## config.mk

```make
export PLATFORM = sky130hd
export DESIGN_NAME = psd_root_stage
export DESIGN_NICKNAME = d
export VERILOG_FILES = /design/src/hdl/assert_macros.svh /design/src/hdl/psd_pkg.sv /design/src/hdl/psd_root_stage.sv
export SDC_FILE = /design/constraint.sdc
export NUM_CORES = 1
export LEC_CHECK = 0
export ABC_AREA = 0
export BUFFER_PORTS_ARGS = -buffer_cell sky130_fd_sc_hd__buf_2
export CAP_MARGIN = 20
export CORE_MARGIN = 10
export CORE_UTILIZATION = 50
export CTS_CLUSTER_DIAMETER = 60
export DETAILED_ROUTE_END_ITERATION = 16
export PLACE_DENSITY = 0.78
export SYNTH_ARGS = -nofsm -noshare
export SYNTH_HDL_FRONTEND = slang
export SYNTH_SLANG_ARGS = --single-unit
```

## constraint.sdc

```tcl
create_clock -name clk -period 0.8 [get_ports clk]
set_input_delay 0 -clock clk [delete_from_list [all_inputs] [get_ports clk]]
set_output_delay 0 -clock clk [all_outputs]
set_load 0.05 [all_outputs]
```

## src/hdl/assert_macros.svh

```systemverilog
`ifndef ASSERT_MACROS_SVH
`define ASSERT_MACROS_SVH

// immediate implication checked on every clock edge outside reset
`define ASSERT_NOW(lbl, clk, rst_n, ante, cons) \
	lbl: assert property (@(posedge clk) disable iff (!rst_n) (ante) |-> (cons)) \
		else $error("assertion failed");

// non-overlapping implication: the consequent is checked in the cycle after the antecedent
`define ASSERT_NEXT(lbl, clk, rst_n, ante, cons) \
	lbl: assert property (@(posedge clk) disable iff (!rst_n) (ante) |=> (cons)) \
		else $error("assertion failed");

`endif

```

## src/hdl/psd_pkg.sv

```systemverilog
package psd_pkg;

	localparam int COORD_W = 16;
	localparam int DIFF_W  = COORD_W + 1;
	localparam int PROD_W  = 2 * DIFF_W;
	localparam int DIST_W  = 17;
	localparam int ROOT_BITS = DIST_W + 1;
	localparam int DEN_W   = 34;
	localparam int REM_W   = 68;
	localparam int QD_W    = DEN_W + ROOT_BITS;
	localparam int INC_W   = REM_W + 4;

	localparam logic [DIST_W-1:0] DIST_MAX = '1;

	localparam logic [1:0] KIND_PERP = 2'd0;
	localparam logic [1:0] KIND_B    = 2'd1;
	localparam logic [1:0] KIND_A    = 2'd2;

	// state of one square root step: remainder, q times denominator, root so far
	typedef struct packed {
		logic                 vld;
		logic [REM_W-1:0]     rem;
		logic [QD_W-1:0]      qd;
		logic [DEN_W-1:0]     den;
		logic [ROOT_BITS-1:0] root;
		logic [1:0]           kind;
		logic                 degen;
	} psd_root_t;

endpackage

```

## src/hdl/psd_root_stage.sv

```systemverilog
module psd_root_stage import psd_pkg::*; #(
	parameter int BIT = 0
) (
	input  logic      clk,
	input  logic      arst_n,
	input  logic      en,
	input  psd_root_t src,
	output psd_root_t dst
);

	logic [INC_W-1:0] inc;
	logic             take;

	// cost of setting this root bit: (2q*2^b + 2^2b) * den
	always_comb begin
		inc  = (INC_W'(src.qd) << (BIT + 1)) + (INC_W'(src.den) << (2 * BIT));
		take = inc <= INC_W'(src.rem);
	end

	// stage register, valid bit and payload move together
	always_ff @(posedge clk or negedge arst_n) begin
		if (!arst_n) begin
			dst <= '0;
		end else if (en) begin
			dst.vld   <= src.vld;
			dst.den   <= src.den;
			dst.kind  <= src.kind;
			dst.degen <= src.degen;
			if (take) begin
				dst.rem  <= src.rem - inc[REM_W-1:0];
				dst.qd   <= src.qd + (QD_W'(src.den) << BIT);
				dst.root <= src.root | (ROOT_BITS'(1) << BIT);
			end else begin
				dst.rem  <= src.rem;
				dst.qd   <= src.qd;
				dst.root <= src.root;
			end
		end
	end

endmodule

```

==> results of run 1 <==
repair_timing:
item	CTS
resized for setup	333
endpoints found under the hold margin	320
setup buffers	30
endpoints found under the setup margin	297
pin swaps	161
cloned	9
hold buffers	148
kinds of logic after synthesis:
kind of cell    after synthesis  synth area share, %
flops                       176                 29.6
mux                          69                 5.17
buf+inv                     132                 3.68
fa+ha+maj                   124                 10.6
xor+xnor                    157                 9.26
simple gates                559                 17.5
compound gates              589                 24.2
synthesized netlist by cell type (3+ instances only):
cell         n
mux2_2      62
o21ai_1     10
o21a_1      16
o211ai_1    12
o41ai_1      3
nor3b_1      3
a21boi_0     5
a31oi_1     34
a41oi_1      3
nor4_1       5
ha_1       121
clkbuf_1    61
buf_4        7
and2_1       7
nand3_1     43
a221oi_1     3
xnor2_1     80
and3_1      16
dfrtp_1    176
a211oi_1    12
a41o_1       4
fa_1         3
nand2b_1    12
a21o_1      59
o21ai_0     79
a21oi_1    277
nor3_1      28
or2_2        7
o2111ai_1    8
o221ai_1     4
inv_1       40
nand3b_1     7
o21bai_1    19
nor2b_1     15
nor2_1     238
nand4_1     34
nand2_1    124
and4_1       7
o31ai_1      8
mux2i_1      7
buf_2       19
buf_1        4
xor2_1      77
per-stage QoR:
stage               util [%]  hold WS, ns
global placement        73.4      -0.0704
CTS                     86.6    -0.000349
detailed placement      73.4      -0.0728
floorplan                  -       -0.296
layer usage:
| metal | GRT usage (%) | overflow |
|---|---|---|
| met2 | 89.7 | 17 |
| met3 | 66.5 | 0 |
| met1 | 70.1 | 1 |
| met4 | 75.8 | 17 |
| met5 | 44.7 | 1 |
==> results.md, run 1 <==
* Worst endpoint, post-GRT repair: dst[93]$_DFFE_PN0P_/D
* Fraction of the yosys area taken by sequential cells at 29.6%
* Placed Cells at 3074
* Largest net degree at the start of global routing at 41
* Maximum level of the CTS H-tree at 4
* Post-place setup slack at -4.50 ns
* Post-synth cell types at 81
* CTS max path bufs at 2
* Status: aborted with a tool error
* Largest cells by area after synthesis: dfrtp_1 30%, ha_1 10%, a21oi_1 9.3%, nor2_1 6.0%, xnor2_1 4.7%
* Starting density of the core at 50.4%
* Yosys top cell area share at 29.6%
* Die Width at 192 um
* Warnings, synthesis at 0
* Top FF cell, synth: dfrtp_1
* Placed instance area at 21600 um2
* Hpwl dp at 50300 um
* Clock sink count at 176
* Synth Area per Inst at 8.23 um2
* Largest area contributor in the netlist: dfrtp_1
* Row cnt at 63
* Remaining global-route overflow at 36
* Die H at 192 um
* I/O pins at 355
* Clk root buf: clkbuf_16
* Error: [ERROR GRT-0232] Routing congestion too high. Check the congestion heatmap in the GUI.
* Syn nets at 2109
* Mapped Cells at 1806
* I/O Buffers at 354
* GP Congestion at 1.03
* Asr flop ratio synth at 100%
* Post-synth EDFFs at 0
* Cts bufs inserted at 17
* Mapped cell area at 14900 um2
* Tot GR Track Use at 74.9%
* Yosys reg bits at 176
* Worst End Pin Type: sequential cell input
* Stopping stage: global routing (5_1_grt)
==> inputs of run 2 (changes only) <==
--- a/config.mk
+++ b/config.mk
@@ -9,10 +9,9 @@
 export BUFFER_PORTS_ARGS = -buffer_cell sky130_fd_sc_hd__buf_2
 export CAP_MARGIN = 20
 export CORE_MARGIN = 10
-export CORE_UTILIZATION = 50
-export CTS_CLUSTER_DIAMETER = 60
+export CORE_UTILIZATION = 40
 export DETAILED_ROUTE_END_ITERATION = 16
-export PLACE_DENSITY = 0.78
+export PLACE_DENSITY_LB_ADDON = 0.15
 export SYNTH_ARGS = -nofsm -noshare
 export SYNTH_HDL_FRONTEND = slang
 export SYNTH_SLANG_ARGS = --single-unit
==> constraint.sdc (replaced) <==
create_clock -name clk -period 1 [get_ports clk]
set_input_delay 0 -clock clk [delete_from_list [all_inputs] [get_ports clk]]
set_output_delay 0 -clock clk [all_outputs]
set_load 0.05 [all_outputs]
==> results.md, run 2 <==
* Status: finished, violations left
* Failing checks: negative setup slack
* Unrepaired setup endpoints after global routing: true
* Iteration-0 DRC Markers at 1324
* Worst path slowest cell: ha_2
* CTS max path bufs at 2 (unchanged)
* GP Congestion at 0.958 (-6.9%)
* Final worst slack at -3.55 ns
* Clk root buf: clkbuf_16
* Worst EP required at 1.36 ns
* Drt pass-1 iters at 5
* Most common cell after layout, fill and taps aside: buf_4
* Largest net degree at the start of global routing at 35
* Sw Ratio at 44.7%
* Comb pwr share at 63.6%
* Synth Area per Inst at 8.23 um2 (unchanged)
* Setup TNS at -422.24 ns
* Yosys top cell area share at 29.6% (unchanged)
* Maximum level of the CTS H-tree at 4 (unchanged)
* Final Non-Filler Cells at 3526
* Max FO, Critical Path at 6
* Row cnt at 70 (+11%)
* Most frequent cells in the layout: 710 x buf_4, 215 x buf_6, 175 x nor2_1, 175 x dfrtp_1, 169 x a21oi_1
* Design Area, Final at 29300 um2
* CP endpoint kind: flip-flop
* I/O pins at 355 (unchanged)
* Post-synth cell types at 81 (unchanged)
* Largest registers: dst x176
* Placed Cells at 3173 (+3.2%)
* Mapped cell area at 14900 um2 (unchanged)
* Vias in the first global route at 19800
* Yosys reg bits at 176 (unchanged)
* Startpoint types: primary input
* Sequential share of power at 20.9%
* Worst Tran Pin Value at 0.657 ns
* Remaining global-route overflow at 0
* Share of cells above drive strength 1 at 52.5%
* Die Width at 213 um (+11%)
* Final hold vios at 0
* Wire per inst at 21.6 um
* Starting density of the core at 40.6% (-9.8 points)
* Fraction of the yosys area taken by sequential cells at 29.6% (unchanged)
* Global-route wire length before repair at 110000 um
* Worst EP arrival at 4.91 ns
* Post-place setup slack at -4.72 ns (-0.222 ns)
* Clock power share at 15.5%
* Die Footprint at 45200 um2
* P_sw at 20.9 mW
* Via Count at 19400
* Worst slew margin at 55.8%
* HP Class: primary input to flip-flop
* I/O Buffers at 354 (unchanged)
* Remaining design rule violation count at 0
* Core box area at 36600 um2
* Lkg Pwr at 13.5 nW
* Largest area contributor in the netlist: dfrtp_1
* Most common cell on crit path: buf_4
* Clock Latency Late Sink at 0.47 ns
* Largest stage delay on the critical path at 0.31 ns
* Finish-stage setup viols at 298
* CTS tree: done
* Largest cells by area after synthesis: dfrtp_1 30%, ha_1 10%, a21oi_1 9.3%, nor2_1 6.0%, xnor2_1 4.7%
* Placed instance area at 22000 um2 (+1.7%)
* Die H at 213 um (+11%)
* Layout Nets at 3346
* Final Max Slew Viols at 0
* Max rail drop VDD at 0.00145 V
* Core Util, Final at 79.9%
* Internal power at 25.8 mW
* Most frequent cell after synthesis: a21oi_1
* Max reg flops at 176
* Tot GR Track Use at 31.2%
* Mapped Cells at 1806 (unchanged)
* Top FF cell, synth: dfrtp_1
* Area growth, synth to finish at 96.9%
* Synth top cells by count: 277 x a21oi_1, 238 x nor2_1, 176 x dfrtp_1
* Antenna violations before repair at 5
* Fin crit share at 455%
* Wirelength, routed at 76200 um
* Syn nets at 2109 (unchanged)
* Warnings, synthesis at 0 (unchanged)
* Tmin final at 4.55 ns
* Reg clk slew, reported paths at 0.08 ns
* P per Cell Area at 1600 nW/um2
* Via/cell ratio at 5.50
* Asr flop ratio synth at 100% (unchanged)
* Hpwl dp at 52400 um (+4.1%)
* Post-synth EDFFs at 0 (unchanged)
* Max Fclk at 220 MHz
* Max-cap violations at 0
* Cts bufs inserted at 17 (unchanged)
* Clock sink count at 176 (unchanged)
* Post-route ant nets at 0
* Register bank with the most flops: dst
* CP Class: primary input to flip-flop
* Clock skew at 0 ns
==> run 2: cell counts after synthesis <==
No cell type changed its count.
==> run 2: per-stage QoR <==
stage	hold WS, ns	power [mW]
final	0.0284	46.7
after global routing	0.0144	48.8
after CTS	0.00314	43.2
after detailed placement	-0.0182	31.4
after global placement	-0.0191	31.1
after floorplan	-0.296	22.4
==> run 2: layer usage <==
| metal | track usage [%] | wire length [um] | up-vias |
|---|---|---|---|
| li1 | - | - | 9003 |
| met1 | 37.8 | 30500 | 9369 |
| met2 | 52.5 | 37100 | 800 |
| met3 | 7.17 | 5350 | 203 |
| met4 | 12.7 | 3190 | 4 |
| met5 | 0 | 27 | - |
==> run 2: path summary, 6_finish.rpt <==
check,from,end,slack [ns],cells past startpoint
max,src[22],dst[99],-3.55,30
min,en,dst[157],0.03,4
max in group asynchronous,arst_n,dst[169],0.45,3
min reg2reg,dst[30],dst[30],0.54,1
max reg2reg,dst[153],dst[153],0.03,3
min in group asynchronous,arst_n,dst[65],0.04,2
==> run 2: logic make-up after synthesis <==
group | Yosys count | share of synthesized area, %
buffers and inverters | 132 | 3.68
AND/OR/NAND/NOR | 559 | 17.5
adder cells (fa/ha/maj) | 124 | 10.6
XOR/XNOR | 157 | 9.26
AO/OA/AOI/OAI | 589 | 24.2
multiplexers | 69 | 5.17
flip-flops | 176 | 29.6
==> run 2: layout make-up <==
cell class	count	area [um2]
multi-input combinational	1499	12300
sequential	176	4410
inverter	40	150
antenna	2	5.00
tap	468	586
timing repair buffer	1309	11200
clock buffer	18	429
fill	2331	7350
clock inverter	14	154
==> run 2: power by group through the flow <==
stage | logic, mW | registers [mW] | clock network [mW]
floorplan | 8.08 | 14.3 | 0
detailed placement | 21.9 | 9.44 | 0
global route | 31.4 | 9.86 | 7.56
global placement | 21.8 | 9.39 | 0
CTS | 26.3 | 9.63 | 7.27
finish | 29.7 | 9.76 | 7.24
==> run 2: repair_timing <==
| item | 4_1_cts | 5_1_grt |
|---|---|---|
| pin swaps | 145 | 189 |
| setup endpoints to repair | 297 | 306 |
| hold buffers | 167 | 1 |
| cloned | 11 | 2 |
| resized for setup | 615 | 324 |
| hold endpoints to repair | 340 | 1 |
| buffers inserted | 89 | 61 |
==> run 2: worst max-delay path, delay by kind of cell <==
kind	cells	cell delay (ns)
simple gates	4	0.47
xor+xnor	2	0.36
buf+inv	8	1.07
compound gates	13	2.35
fa+ha+maj	3	0.66
Power figures use the tool's default switching activity.
